==> src/running_median_keeper_unit_defines.svh <==
// assertion macros for the checks in this block
`ifndef RUNNING_MEDIAN_KEEPER_UNIT_DEFINES_SVH
`define RUNNING_MEDIAN_KEEPER_UNIT_DEFINES_SVH

// same-cycle implication, checked out of reset
`define RMK_ASSERT_NOW(label, ante, cons, msg) \
    label: assert property (@(posedge i_clk) disable iff (!i_rst_n) (ante) |-> (cons)) \
        else $error(msg);

// next-cycle implication, checked out of reset
`define RMK_ASSERT_NEXT(label, ante, cons, msg) \
    label: assert property (@(posedge i_clk) disable iff (!i_rst_n) (ante) |=> (cons)) \
        else $error(msg);

`endif

==> src/rmk_pkg.sv <==
package rmk_pkg;

    localparam int unsigned CAP     = 64;
    localparam int unsigned IDX_W   = $clog2(CAP);
    localparam int unsigned CNT_W   = $clog2(CAP + 1);
    localparam int unsigned DATA_W  = 32;
    localparam int unsigned COUNT_W = 7;

    localparam logic KIND_INSERT = 1'b0;
    localparam logic KIND_REMOVE = 1'b1;

    typedef logic signed [DATA_W-1:0] t_data;

    // broadcast from the controller to every cell of the row
    typedef struct packed {
        logic             ins;
        logic             rem;
        t_data            key;
        logic [IDX_W-1:0] med_idx;
        logic [CNT_W-1:0] count;
    } t_cmd;

endpackage

==> src/rmk_cell.sv <==
module rmk_cell (
    input  logic                       i_clk,
    input  logic [rmk_pkg::IDX_W-1:0]  i_idx,
    input  rmk_pkg::t_cmd              i_cmd,
    input  rmk_pkg::t_data             i_left_val,
    input  logic                       i_left_gt,
    input  rmk_pkg::t_data             i_right_val,
    output rmk_pkg::t_data             o_val,
    output logic                       o_gt,
    output rmk_pkg::t_data             o_part
);

    localparam int unsigned LP_CNT_W = rmk_pkg::CNT_W;

    rmk_pkg::t_data r_val;
    rmk_pkg::t_data n_val;
    logic           w_occupied;

    // empty cells act as +infinity so the insert point is the first greater-or-empty cell
    assign w_occupied = LP_CNT_W'(i_idx) < i_cmd.count;
    assign o_gt       = !w_occupied || (r_val > i_cmd.key);

    always_comb begin
        n_val = r_val;
        if (i_cmd.ins) begin
            if (o_gt) begin
                n_val = i_left_gt ? i_left_val : i_cmd.key;
            end
        end else if (i_cmd.rem) begin
            if (i_idx >= i_cmd.med_idx) begin
                n_val = i_right_val;
            end
        end
    end

    always_ff @(posedge i_clk) begin
        r_val <= n_val;
    end

    assign o_val  = r_val;
    assign o_part = (i_idx == i_cmd.med_idx) ? r_val : '0;

endmodule
==> config.mk <==
export PLATFORM = sky130hd
export DESIGN_NAME = rmk_cell
export DESIGN_NICKNAME = d
export VERILOG_FILES = /design/src/running_median_keeper_unit_defines.svh /design/src/rmk_pkg.sv /design/src/rmk_cell.sv
export SDC_FILE = /design/constraint.sdc
export NUM_CORES = 1
export LEC_CHECK = 0
export BUFFER_PORTS_ARGS = -buffer_cell sky130_fd_sc_hd__clkbuf_2
export CAP_MARGIN = 20
export CORE_UTILIZATION = 40
export DETAILED_ROUTE_END_ITERATION = 10
export GPL_TIMING_DRIVEN = 0
export PLACE_DENSITY = 0.75
export REMOVE_ABC_BUFFERS = 1
export SLEW_MARGIN = 15
export SYNTH_ARGS = -nofsm -noshare
export SYNTH_HDL_FRONTEND = slang
export SYNTH_SLANG_ARGS = --single-unit
==> constraint.sdc <==
create_clock -name i_clk -period 5.86 [get_ports i_clk]
set_input_delay 1.172 -clock i_clk [delete_from_list [all_inputs] [get_ports i_clk]]
set_output_delay 1.172 -clock i_clk [all_outputs]
set_load 0.02 [all_outputs]
; Word level (Yosys, flattened, before mapping)
; Cells that the tools add are included.
[word_totals]
latch_bits = 0
word_cells = 17
ram_bits = 0
mem_count = 0
register_bits = 32
input_bits = 119
mem_bits_ro = 0
[op_classes]
shifts = 0
n_addsub = 0
n_bitwise = 0
n_eq_ne = 2
mul = 0
n_div = 0
reduce_logical = 5
order_cmp = 3
n_mux = 6
[ops]
columns = operator, n
row1 = 32-bit two-way mux, 6
row2 = 32-bit > comparator, 1
row3 = 6-bit by 7-bit less-than comparator with 1-bit output, 1
row4 = 6-bit == test, 1
row5 = 6-bit greater-or-equal comparator, 1
row6 = 2-bit nonzero test, 2
row7 = 3-bit AND reduction, 1
row8 = 2-bit by 1-bit != test with 1-bit output (second input constant), 1
row9 = 1-bit logical NOT, 1
row10 = 1-bit logical OR, 1

; Depth between registers and ports, before layout
; Gate-level depths: netlist of run 1.
[depth]
ltp_word = 5
depth_mapped = 8

; Worst setup path before layout of run 1
; OpenSTA, ideal clock, no wires.
[synth_timing]
kind = input port to flip-flop
start = in i_cmd[44] (netlist bit)
end = reg r_val[0], in the netlist o_val[0], enable pin
slack_ns = 0.684
path_buffers = 0
cell_stages = 8
setup_ns = 0.470
t_required_ns = 5.390
arrival_ns = 4.706
path_cell_list = inv_1 ha_1 nand4_2 or3_1 o21a_1 nand2_1 a21oi_1 a211oi_1
[synth_between]
elab_chain_len = 4
[synth_lines]
columns = item, line_no
row1 = "start, declared", rmk_cell.sv:4  ; input rmk_pkg::t_cmd i_cmd,
row2 = 32-bit > comparator, rmk_cell.sv:21  ; assign o_gt = !w_occupied || (r_val > i_cmd.key);
row3 = 1-bit logical OR, rmk_cell.sv:21
row4 = 2-bit by 1-bit != test with 1-bit output (no line), n/a
row5 = 3-bit AND reduction (no line), n/a
row6 = "end signal, assigned", rmk_cell.sv:37  ; r_val <= n_val;
row7 = "end, declared", rmk_cell.sv:15  ; rmk_pkg::t_data r_val;
; Every way passes these cells.
; A chain may end at the register's enable or synchronous reset.

; Worst setup path in the final report of run 1
[layout_timing]
start = in i_cmd[44] (netlist bit)
end = out o_gt
[layout_between]
elab_chain_len = 2
[layout_lines]
columns = item, line_no
row1 = 32-bit > comparator, rmk_cell.sv:21
row2 = 1-bit logical OR, rmk_cell.sv:21
row3 = "end, declared", rmk_cell.sv:9  ; output logic o_gt,
; Every way passes these cells.

==> flow_summary.ini, run 1 <==
[outcome]
status = finished clean

[global_route]
grt_antenna_before_repair = 0
grt_max_degree = 35
gr-total-overflow = 0
grt_usage = 0.2051
grt_pass1_vias = 2796
grt_pass1_wl_um = 12340

[placement]
gp_congestion = 0.7594
port_buffers = 183
placed_cell_area_mm2 = 0.004071
dpl.cell_count = 617
pre_cts_ws_ns = 1.454
dp_hpwl_um = 6772

[critical_path]
cp-endpoint = o_gt
cp_common_cell = clkbuf_2
start_kind = primary input
critPathKind = in -> out
critPathRequiredTime_ns = 4.69
r2r_slack_ns = 2.73
worstReg2RegStart = o_val[31]
end_kind = output port
crit_family = simple AND/OR/NAND/NOR gates
critPathBufInv = 3
worst_r2r_path_depth = 8
slowest_stage = or4_1
arrival_ns = 3.21
critPathMaxFanout = 4
crit_start = i_cmd[44]
crit_chain = clkbuf_2 > inv_1 > ha_1 > nand4_2 > or4_1 > or4_4 > nand2_1 > o21bai_1 > clkbuf_2
cpPeakStageDelay_ns = 0.58
rr_endpoint = o_val[8]
cp.depth = 9

[pwr]
totalPowerFinal_w = 0.0008241
vdd_drop_max_mv = 0.09203
power-per-cell-area_mw_per_mm2 = 198.5
cellLeakagePower_nw = 2.281

[layout]
largest_reg_flops = 32
final_util = 0.5724
drive_gt1_frac = 0.3764
final_cells = 625
fill_cells = 678
final_nets = 687
final_area_mm2 = 0.004151
diodes = 0
area_delta_synth_final_pct = 38.54

[clocking]
clock_sinks = 32
cts_tree = built
h-tree-depth = 2
cts_inserted_buffers = 5
post_cts_buffers = 0
hold_buffers = 0
cts_root_buf = clkbuf_8
clk_path_buf_depth = 2
clock_latency_ns = 0.28
cts_resized = 0
clk_pin_slew_ns = 0.07

[routing]
drt-total-wl_um = 8070
drc = 0
ant_nets = 0
first_pass_iters = 4
drt_iter0_drc = 74
vias = 3060
via_per_inst = 4.896
avgRoutedWirePerCell_um = 12.91

[sta]
slew_headroom = 0.2501
layout_setup_ws_ns = 1.474
fmax_mhz = 228.0
skew_ns = 0.005026
setup-violations-final = 0
min_period_ns = 4.386
rsz0062_at_grt = no
worstMarginPinSlew_ns = 1.125
maxSlewViolCount = 0
finalHoldViolCount = 0
min_period_over_period = 0.7485

[synthesis]
synthFlopType = edfxtp_1
yosysSeqAreaShare = 0.3207
ys_types = 32
synthesis.area_mm2 = 0.002997
synth_edf_count = 32
ys_seq_elements = 32
avgSynthCellArea_um2 = 8.686
yosys_warnings = 0
synthCells = 345
synthArstFlopShare = 0

[floorplanning]
io_pins = 184
die_area_mm2 = 0.007842
die_w_um = 88.56
start_util = 0.4131
fp.dieH_um = 88.56
rows = 31
core_mm2 = 0.007253

[worst_hold_path]
hp-class = in -> reg

[run]
cap_viol_max_count = 0
==> synth_stat cells, types with 2 or more instances <==
cell,n,area (um^2)
nand2b_1,2,12.51
edfxtp_1,32,960.9
nand3_1,2,10.01
clkbuf_1,8,30.03
ha_1,43,538.0
nand4_1,5,31.28
mux2i_1,32,320.3
o211ai_1,2,15.01
nor3_1,2,10.01
nor2_1,36,135.1
nand2_1,16,60.06
o21a_1,5,37.54
buf_1,6,22.52
and2_1,32,200.2
o21ai_0,4,20.02
nor2b_1,2,12.51
a21o_1,3,22.52
inv_1,45,168.9
o21bai_1,2,15.01
a21oi_1,54,270.3
==> worst reg2reg max path, delay by kind of cell, from the launching register on <==
family	cells	cell delay (ns)
AOI/OAI and AO/OA	2	0.50
adders and majority gates	1	0.36
buffers and inverters	2	0.35
DFF	1	0.42
and+or+nand+nor	3	1.25
==> worst min path at each step <==
stage                               start   endpoint  slack, ns  cells past startpoint
after CTS                 i_right_val[22]  o_val[22]       1.20                      3
after global routing      i_right_val[23]  o_val[23]       1.21                      3
after detailed placement        o_val[16]  o_val[30]       1.37                      5
final                     i_right_val[26]  o_val[26]       1.21                      3
after floorplan                 i_cmd[46]   o_val[0]       1.38                      1
after global placement    i_right_val[16]  o_val[16]       1.49                      3
==> power breakdown <==
| group | switching [W] | internal (W) | total (W) |
|---|---|---|---|
| clock | 0.0000820 | 0.0000827 | 0.000165 |
| combinational | 0.000191 | 0.000140 | 0.000331 |
| sequential | 0.0000266 | 0.000302 | 0.000328 |
| total | 0.000300 | 0.000524 | 0.000824 |
==> per-stage QoR <==
step	hold WS, ns	TNS, ns
finish	1.205	0
global route	1.212	0
CTS	1.198	0
detailed placement	1.368	0
global placement	1.494	-27.61
floorplan	1.379	0
==> metal layers <==
metal | global-route usage | vias up | routed length [um] | part of all wire
met5 | 0 | - | 0 | 0
met4 | 0.04839 | 0 | 80 | 0.0099
met3 | 0.04291 | 8 | 482 | 0.060
met2 | 0.3734 | 117 | 4092 | 0.51
met1 | 0.2465 | 1371 | 3415 | 0.42
li1 | - | 1564 | - | -
==> cells in the final DEF, fill, tap and decap left out, types with 2 or more instances in the layout <==
cell	netlist	final
clkbuf_8	0	5
nand2_1	16	16
ha_1	43	43
nand2b_1	2	2
mux2i_1	32	32
clkbuf_1	8	2
buf_8	0	3
o21ai_0	4	4
nand3_1	2	2
o211ai_1	2	2
o21bai_1	2	2
o21a_1	5	5
inv_1	45	45
nor2_1	36	35
and2_1	32	32
a21o_1	3	3
nor2b_1	2	2
nand4_1	5	5
nor3_1	2	2
a21oi_1	54	54
edfxtp_1	32	32
clkbuf_2	0	183
==> cell families after synthesis <==
group | synth area share
AO/OA/AOI/OAI | 0.1466
adder cells (fa/ha/maj) | 0.1795
buffers and inverters | 0.07390
flip-flops | 0.3207
multiplexers | 0.1069
AND/OR/NAND/NOR | 0.1724
==> layout make-up <==
class | count | area [um^2] | area share
Clock buffer | 7 | 76.32 | 0.01838
Clock inverter | 1 | 3.754 | 0.0009042
Inverter | 45 | 168.9 | 0.04069
Multi-Input combinational cell | 254 | 1829 | 0.4406
Sequential cell | 32 | 960.9 | 0.2315
Tap cell | 99 | 123.9 | 0.02984
Timing Repair Buffer | 187 | 988.4 | 0.2381
No activity file was read; power rests on OpenSTA's default activity.
==> run 2, diff against run 1 <==
Settings changed: PLACE_DENSITY 0.75 to 0.78.
Clock period 5.86 ns to 3.6 ns, I/O delays scaled along.
==> run 2 against run 1 <==
  * Utilization decreased by 0.052 points
  * Register-to-register slack got worse by 2.1 ns
  * Clock power increased by 61%
  * Cell area about the same
  * Combinational power increased by 63%
  * Final cell count unchanged
  * Count of clock-buffer cells in the layout unchanged
  * Sequential share of layout area about the same
  * Power increased by 63%
  * Clock skew decreased by 0.00051 ns
  * Die area unchanged
  * Critical endpoint unchanged
  * Largest cell class unchanged
  * Largest power group unchanged
==> flow_summary.ini, run 2 (synthesis gave the netlist of run 1 again) <==
[routing]
avgRoutedWirePerCell_um = 13.00
ant_nets = 0
drt_iter0_drc = 68
drc = 0
first_pass_iters = 4
vias = 3054
via_per_inst = 4.886
drt-total-wl_um = 8124

[global_route]
gr-total-overflow = 0
grt_usage = 0.2058
grt_max_degree = 67
grt_pass1_vias = 2769
grt_antenna_before_repair = 0
grt_pass1_wl_um = 12340

[clocking]
post_cts_buffers = 0
clock_sinks = 32
cts_resized = 0
clk_pin_slew_ns = 0.07
hold_buffers = 0
h-tree-depth = 2
cts_tree = built
cts_inserted_buffers = 5
clock_latency_ns = 0.28
clk_path_buf_depth = 2
cts_root_buf = clkbuf_8

[layout]
drive_gt1_frac = 0.3764
final_common_cell = clkbuf_2
largest_reg_flops = 32
diodes = 0
final_cells = 625
final_nets = 687
most-common-layout-cells = clkbuf_2 (182), a21oi_1 (54), inv_1 (45)
area_delta_synth_final_pct = 38.41
fill_cells = 675

[floorplanning]
core_mm2 = 0.007253
rows = 31
io_pins = 184
start_util = 0.4131
fp.dieH_um = 88.56
die_area_mm2 = 0.007842
die_w_um = 88.56

[sta]
slew_headroom = 0.2583
setup-violations-final = 0
worstMarginPinSlew_ns = 1.113
rsz0062_at_grt = no
fmax_mhz = 289.0
tns_ns = 0
holdWs_ns = 0.7520
min_period_ns = 3.460
skew_ns = 0.004514
min_period_over_period = 0.9612
maxSlewViolCount = 0
layout_setup_ws_ns = 0.1395
finalHoldViolCount = 0

[critical_path]
arrival_ns = 2.74
critPathKind = in -> out
critPathRequiredTime_ns = 2.88
critPathMaxFanout = 4
end_kind = output port
start_kind = primary input

[outcome]
status = finished clean

[placement]
port_buffers = 183
dp_hpwl_um = 6755
dpl.cell_count = 616
gp_congestion = 0.7342
pre_cts_ws_ns = 0.1032

[pwr]
cellLeakagePower_nw = 2.280
totalPowerFinal_w = 0.001341
power-per-cell-area_mw_per_mm2 = 323.2
vdd_drop_max_mv = 0.1639

[worst_hold_path]
hp-class = in -> reg

[run]
cap_viol_max_count = 0
==> run 2: area by class of cell <==
class / instances / area, um^2 / share of cell area
Timing Repair Buffer: 187 / 984.7 / 0.2374
Inverter: 45 / 168.9 / 0.04072
Clock inverter: 1 / 3.754 / 0.0009050
Clock buffer: 7 / 76.32 / 0.01840
Sequential cell: 32 / 960.9 / 0.2317
Multi-Input combinational cell: 254 / 1829 / 0.4410
Tap cell: 99 / 123.9 / 0.02986
==> run 2: metrics by stage <==
step                        util  area [um^2]
after floorplan                -         2944
after global placement    0.5493         3984
after detailed placement  0.5570         4040
after CTS                 0.5681         4120
after global routing      0.5718         4148
final                     0.5718         4148
==> run 2: worst max-delay path, stage by stage <==
cell and delay (ns):
clkbuf_2 0.09, inv_1 0.04, ha_1 0.33, nand4_2 0.15
or4_1 0.58, or4_4 0.52, nand2_1 0.09, o21bai_1 0.06
clkbuf_2 0.16
==> run 2: per-layer routing <==
layer	routed length, um	GRT usage	vias to the layer above
met1	3412	0.2330	1377
met3	386	0.03078	6
met4	72	0.05718	0
met2	4253	0.3972	106
met5	0	0	-
li1	-	-	1565
==> run 2: path summary, 6_finish.rpt <==
| check | start | endpoint | slack, ns | depth (start not counted) |
|---|---|---|---|---|
| setup / recovery | i_cmd[44] | o_gt | 0.14 | 9 |
| hold / removal | i_right_val[22] | o_val[22] | 0.75 | 3 |
| setup reg to reg | o_val[31] | o_val[18] | 0.65 | 7 |
| hold reg to reg | o_val[31] | o_val[30] | 1.27 | 4 |
==> run 2: where the power goes <==
part | internal, W | switching, W
Sequential | 0.000491 | 0.0000451
Combinational | 0.000226 | 0.000313
Clock | 0.000135 | 0.000131
Total | 0.000852 | 0.000489
